$ cat src/sfr_pkg.sv
// Constants and types shared by the status frame receiver and its checker.
package sfr_pkg;

  localparam logic [7:0] HDR_BYTE  = 8'hBB;
  localparam logic [7:0] LEN_A     = 8'h37;
  localparam logic [7:0] LEN_B     = 8'h3B;
  localparam logic [7:0] LEN_C     = 8'h3E;
  localparam logic [6:0] LEN_INDEX = 7'd4;
  localparam logic [6:0] LEN_EXTRA = 7'd6;

  localparam logic [1:0] PH_HUNT = 2'd0;
  localparam logic [1:0] PH_HEAD = 2'd1;
  localparam logic [1:0] PH_BODY = 2'd2;

  localparam logic [1:0] ST_BUSY   = 2'd0;
  localparam logic [1:0] ST_GOOD   = 2'd1;
  localparam logic [1:0] ST_BADSUM = 2'd2;
  localparam logic [1:0] ST_BADLEN = 2'd3;

  typedef struct packed {
    logic [7:0] frame_byte;
    logic [6:0] byte_index;
    logic       frame_end;
    logic [1:0] frame_status;
  } result_t;

endpackage

$ cat src/status_frame_receiver.sv
// Status frame receiver: byte framer with length check and XOR checksum.
//
// Takes one received byte per cycle and hunts for the header byte 0xBB; other
// bytes seen while hunting are dropped without a result. A frame is 61, 65 or
// 68 bytes, set by the length code at index 4 (0x37, 0x3B, 0x3E). Each frame
// byte is registered and comes out with its index; the last byte carries
// frame_end and a status of good or bad checksum (the XOR of all earlier frame
// bytes), and an unknown length code ends the frame at once with bad-length
// status. Throughput is one word per cycle while in_stall is low: the framing
// state is updated in the cycle a word is taken, and a two-entry output stage
// (result register plus skid register) lets a word in while a result waits.
// in_stall rises only while the skid register holds a word.
module status_frame_receiver
  import sfr_pkg::*;
(
  input  logic       clk,
  input  logic       rst_n,
  input  logic       in_valid,
  output logic       in_stall,
  input  logic [7:0] in_rx_byte,
  output logic       out_valid,
  input  logic       out_stall,
  output logic [7:0] out_frame_byte,
  output logic [6:0] out_byte_index,
  output logic       out_frame_end,
  output logic [1:0] out_frame_status
);

  logic [1:0] phase_r, phase_nxt;
  logic [6:0] count_r, count_nxt;
  logic [7:0] xor_r, xor_nxt;
  logic [6:0] total_r, total_nxt;

  result_t    res;
  logic       res_valid;
  result_t    out_r, skid_r;
  logic       out_valid_r, skid_valid_r;
  logic       in_take, out_take;
  logic [7:0] next_idx;

  assign in_stall = skid_valid_r;
  assign in_take  = in_valid && !skid_valid_r;
  assign out_take = out_valid_r && !out_stall;
  assign next_idx = {1'b0, count_r} + 8'd1;

  always_comb begin
    phase_nxt = phase_r;
    count_nxt = count_r;
    xor_nxt   = xor_r;
    total_nxt = total_r;
    res_valid = 1'b0;
    res.frame_byte   = in_rx_byte;
    res.byte_index   = count_r;
    res.frame_end    = 1'b0;
    res.frame_status = ST_BUSY;
    case (phase_r)
      PH_HEAD: begin
        res_valid = 1'b1;
        if (count_r == LEN_INDEX && in_rx_byte != LEN_A && in_rx_byte != LEN_B
            && in_rx_byte != LEN_C) begin
          res.frame_end    = 1'b1;
          res.frame_status = ST_BADLEN;
          phase_nxt = PH_HUNT;
          count_nxt = '0;
          xor_nxt   = '0;
          total_nxt = '0;
        end else begin
          if (count_r == LEN_INDEX) begin
            total_nxt = in_rx_byte[6:0] + LEN_EXTRA;
            phase_nxt = PH_BODY;
          end
          xor_nxt   = xor_r ^ in_rx_byte;
          count_nxt = next_idx[6:0];
        end
      end
      PH_BODY: begin
        res_valid = 1'b1;
        if (next_idx >= {1'b0, total_r}) begin
          res.frame_end    = 1'b1;
          res.frame_status = (in_rx_byte == xor_r) ? ST_GOOD : ST_BADSUM;
          phase_nxt = PH_HUNT;
          count_nxt = '0;
          xor_nxt   = '0;
          total_nxt = '0;
        end else begin
          xor_nxt   = xor_r ^ in_rx_byte;
          count_nxt = next_idx[6:0];
        end
      end
      default: begin
        if (in_rx_byte == HDR_BYTE) begin
          res_valid = 1'b1;
          res.byte_index = '0;
          phase_nxt = PH_HEAD;
          count_nxt = 7'd1;
          xor_nxt   = in_rx_byte;
          total_nxt = '0;
        end
      end
    endcase
  end

  always_ff @(posedge clk) begin
    if (!rst_n) begin
      phase_r <= PH_HUNT;
      count_r <= '0;
      xor_r   <= '0;
      total_r <= '0;
    end else if (in_take) begin
      phase_r <= phase_nxt;
      count_r <= count_nxt;
      xor_r   <= xor_nxt;
      total_r <= total_nxt;
    end
  end

  // hold a result in skid when the result register is full and stalled
  always_ff @(posedge clk) begin
    if (!rst_n) begin
      out_valid_r  <= 1'b0;
      skid_valid_r <= 1'b0;
    end else if (skid_valid_r) begin
      if (out_take) begin
        out_r        <= skid_r;
        skid_valid_r <= 1'b0;
      end
    end else if (in_take && res_valid) begin
      if (!out_valid_r || out_take) begin
        out_r       <= res;
        out_valid_r <= 1'b1;
      end else begin
        skid_r       <= res;
        skid_valid_r <= 1'b1;
      end
    end else if (out_take) begin
      out_valid_r <= 1'b0;
    end
  end

  assign out_valid        = out_valid_r;
  assign out_frame_byte   = out_r.frame_byte;
  assign out_byte_index   = out_r.byte_index;
  assign out_frame_end    = out_r.frame_end;
  assign out_frame_status = out_r.frame_status;

endmodule

$ cat config.mk
export PLATFORM = sky130hd
export DESIGN_NAME = status_frame_receiver
export DESIGN_NICKNAME = d
export VERILOG_FILES = /design/src/sfr_pkg.sv /design/src/status_frame_receiver.sv
export SDC_FILE = /design/constraint.sdc
export NUM_CORES = 1
export LEC_CHECK = 0
export BUFFER_PORTS_ARGS = -buffer_cell sky130_fd_sc_hd__buf_4
export CAP_MARGIN = 20
export CELL_PAD_IN_SITES_DETAIL_PLACEMENT = 2
export CELL_PAD_IN_SITES_GLOBAL_PLACEMENT = 2
export CORE_ASPECT_RATIO = 1.25
export CORE_MARGIN = 2
export CORE_UTILIZATION = 38
export CTS_CLUSTER_SIZE = 10
export DETAILED_ROUTE_END_ITERATION = 8
export PLACE_DENSITY_LB_ADDON = 0.12
export SLEW_MARGIN = 10
export SYNTH_ARGS = -nofsm -noshare
export SYNTH_HDL_FRONTEND = slang
export SYNTH_SLANG_ARGS = --single-unit
$ cat constraint.sdc
create_clock -name clk -period 3.3 [get_ports clk]
set_clock_uncertainty 0.05 [all_clocks]
set_input_delay 0.66 -clock clk [delete_from_list [all_inputs] [get_ports clk]]
set_output_delay 0.66 -clock clk [all_outputs]
set_load 0.05 [all_outputs]
==> results.cfg <==
[detailed_routing]
firstDrtPassIters = 4
drtIter0Drc = 61
wl_um = 8330
vias = 2471
route.detailed.drc = 0
wire_per_inst_um = 17.8
post_drt_via_cell_ratio = 5.27
postRouteAntennaNets = 0

[die]
die_y_um = 109
row_count = 38
die_area_um2 = 9520
core_um2 = 8610
io_pins = 32
die-width_um = 87.7
initial_utilization_pct = 38.6

[worst_setup_path]
cp.depth = 10
crit_buf_inv = 0
worst-endpoint-arrival_ns = 3.27
reg2reg_depth = 10
critPathKind = reg -> reg
r2r-start = count_r[0]
crit_slowest_cell = or4b_2
crit_path_cell_trace = ha_2 > nand3_1 > nor2_1 > xor2_1 > ha_1 > a21oi_1 > o21a_2 > a21boi_4 > or4b_2 > a21boi_0
end_kind = flip-flop
crit_path_end = count_r[1]
max_stage_delay_ns = 0.66
reg2reg_to = count_r[1]
start_kind = flip-flop
crit_path_start = count_r[0]
critPathRequiredTime_ns = 3.52
cp_top_family = simple AND/OR/NAND/NOR gates
crit_fanout = 23
reg2reg_setup_slack_ns = 0.26

[power]
peakVddDrop_mv = 0.206
seq_power_share_pct = 52.6
p_clk_share_pct = 43.0
p_sw_mw = 0.345
p_sw_share_pct = 22.3
p_leak_nw = 1.40
p_per_area_nw_per_um2 = 401
combPwrFrac_pct = 4.4
p_int_mw = 1.20

[cts]
cts_sinks = 62
postCtsSetupRepairBufs = 0
cts_buffer_depth = 2
cts_inserted_buffers = 9
tritoncts = yes
htree_levels = 3
clk_pin_slew_worst_paths_ns = 0.07
worstSkewPairLatency_ns = 0.35
cts-hold-fix-buffers = 0
clock-root-buffer = clkbuf_8

[synth]
syn_inst = 318
synth_simple_gate_area_share_pct = 18.3
synth_fa_ha_area_share_pct = 4.52
synth_top_family_by_area = simple AND/OR/NAND/NOR gates
yosysUniqueCellTypes = 48
syn_avg_cell_area_um2 = 10.5
ys_ff_latch = 62
yosysTopAreaCell = edfxtp_1
synthMuxAreaShare_pct = 4.33
synthXorXnorAreaFrac_pct = 4.74
synth_compound_area_share_pct = 14.7
async_reset_ff_share_pct = 0
yosysSeqAreaShare_pct = 48.2
ys_warn_count = 0
synth_flop_cell = edfxtp_1
netlist.area_leader.share_pct = 32.5
synth_edf_count = 36
synth_area_um2 = 3320
syn_nets = 342
netlist_top_cells_area = edfxtp_1 (33%), dfxtp_1 (16%), nand2_1 (5.0%)

[global_routing]
grt_use_met2_pct = 32.1
grt_pass1_wl_um = 13800
track_usage_pct = 19.4
grt_use_met1_pct = 24.7
grt_max_degree = 30
grt-ovfl-total = 0
busiest_layer = met2
grt_pass1_vias = 2642
antenna_found_initial = 0
use_met3_pct = 4.20

[sta]
worst_pin_slew_ns = 0.655
holdWs_ns = 0.412
layout_setup_ws_ns = 0.256
hold_viol = 0
min_period_ns = 3.04
setup_viol = 0
relSlewSlack_pct = 56.3
finalCritPeriodShare_pct = 92.2
rsz0062_at_grt = no
max_freq_mhz = 329
fin_setup_tns_ns = 0
maxSlewViolCount = 0

[layout]
area_delta_synth_final_pct = 16.1
nFillCells = 909
nets = 368
antenna_cells = 0
fin_area_um2 = 3860
layout_common_cells = nand2_1 (44), buf_4 (37), edfxtp_1 (36), dfxtp_1 (25), inv_1 (19)
fin_cells = 469
drive_gt1_share_pct = 21.2
mostFrequentLayoutCell = nand2_1

[place]
gp_congestion = 0.733
port_buffers = 31
placed_cells = 453
pre_cts_slack_ns = -0.00773
hpwl_um = 5830
dpl_cell_area_um2 = 3660

[job]
drv_cap = 0

[run_status]
outcome = complete, no violations

[worst_hold_path]
hp-class = reg -> reg
kinds of logic after synthesis:
group                    count (synthesis)
AO/OA/AOI/OAI                           66
AND/OR/NAND/NOR                        106
multiplexers                            13
flip-flops                              62
buffers and inverters                   41
XOR/XNOR                                18
adder cells (fa/ha/maj)                 12
area by class of cell:
type                    instances  area [um2]  area share [%]
multi-input cells             215        1570            40.6
clock inverters                 5        50.0            1.30
clock buffers                  11         141            3.66
inverters                      19        71.3            1.85
well taps                     120         150            3.89
flip-flops and latches         62        1600            41.5
repair buffers                 37         278            7.19
worst min-delay path by stage:
stage | from | endpoint | slack, ns | cells past startpoint
after floorplan | total_r[2] | total_r[2] | 0.38 | 2
after global placement | total_r[6] | total_r[6] | 0.39 | 2
after detailed placement | total_r[6] | total_r[6] | 0.40 | 2
after CTS | total_r[6] | total_r[6] | 0.42 | 2
after global routing | total_r[6] | total_r[6] | 0.44 | 2
final | total_r[2] | total_r[2] | 0.41 | 2
synth_stat cells (3+ instances only):
library cell  count
a211o_1           5
a21boi_0         11
a21boi_1          3
a21oi_1           7
a31oi_1           3
and2_1            7
buf_2             5
clkbuf_1         14
dfxtp_1          26
edfxtp_1         36
ha_1             12
inv_1            19
mux2_2           11
nand2_1          44
nand3_1           4
nor2_1            8
nor4_1            5
nor4b_1          12
o21ai_0          12
o31a_1            7
o31ai_1           8
or3_1            11
xnor2_1           4
xor2_1           14
power groups by stage:
stage	clock network [mW]	logic, mW	registers (mW)
after floorplan	0	0.0396	0.832
after global placement	0	0.0681	0.831
after detailed placement	0	0.0702	0.831
after CTS	0.688	0.0704	0.813
after global routing	0.719	0.0769	0.813
final	0.665	0.0686	0.814
registers in the layout, indices dropped and copies added, names as in the netlist, 2 cells and up:
name	cells
total_r	7
xor_r	8
skid_r	18
out_frame_status	2
out_byte_index	7
count_r	7
out_frame_byte	8
phase_r	2
per-stage QoR:
| stage | utilization (%) | power [mW] |
|---|---|---|
| 2_1_floorplan | - | 0.872 |
| 3_3_place_gp | 42.5 | 0.899 |
| 3_5_place_dp | 42.5 | 0.901 |
| 4_1_cts | 44.8 | 1.57 |
| 5_1_grt | 44.9 | 1.61 |
| 6_report | 44.9 | 1.55 |
repair_timing:
action	CTS	global route
endpoints found under the setup margin	9	1
gates resized for setup	1	3
gates cloned	0	0
pin swaps	0	1
layer usage:
metal / up-vias / routed length [um]
met3: 12 / 198
met5: - / 0
li1: 1198 / -
met1: 1229 / 3830
met4: 0 / 158
met2: 32 / 4150
tightest hold or removal path, delay by kind of cell (launching register included):
family	cells	cell delay, ns
flip-flops	1	0.31
AND/OR/NAND/NOR	1	0.05
AO/OA/AOI/OAI	1	0.05
No activity file was read; power rests on OpenSTA's default activity.
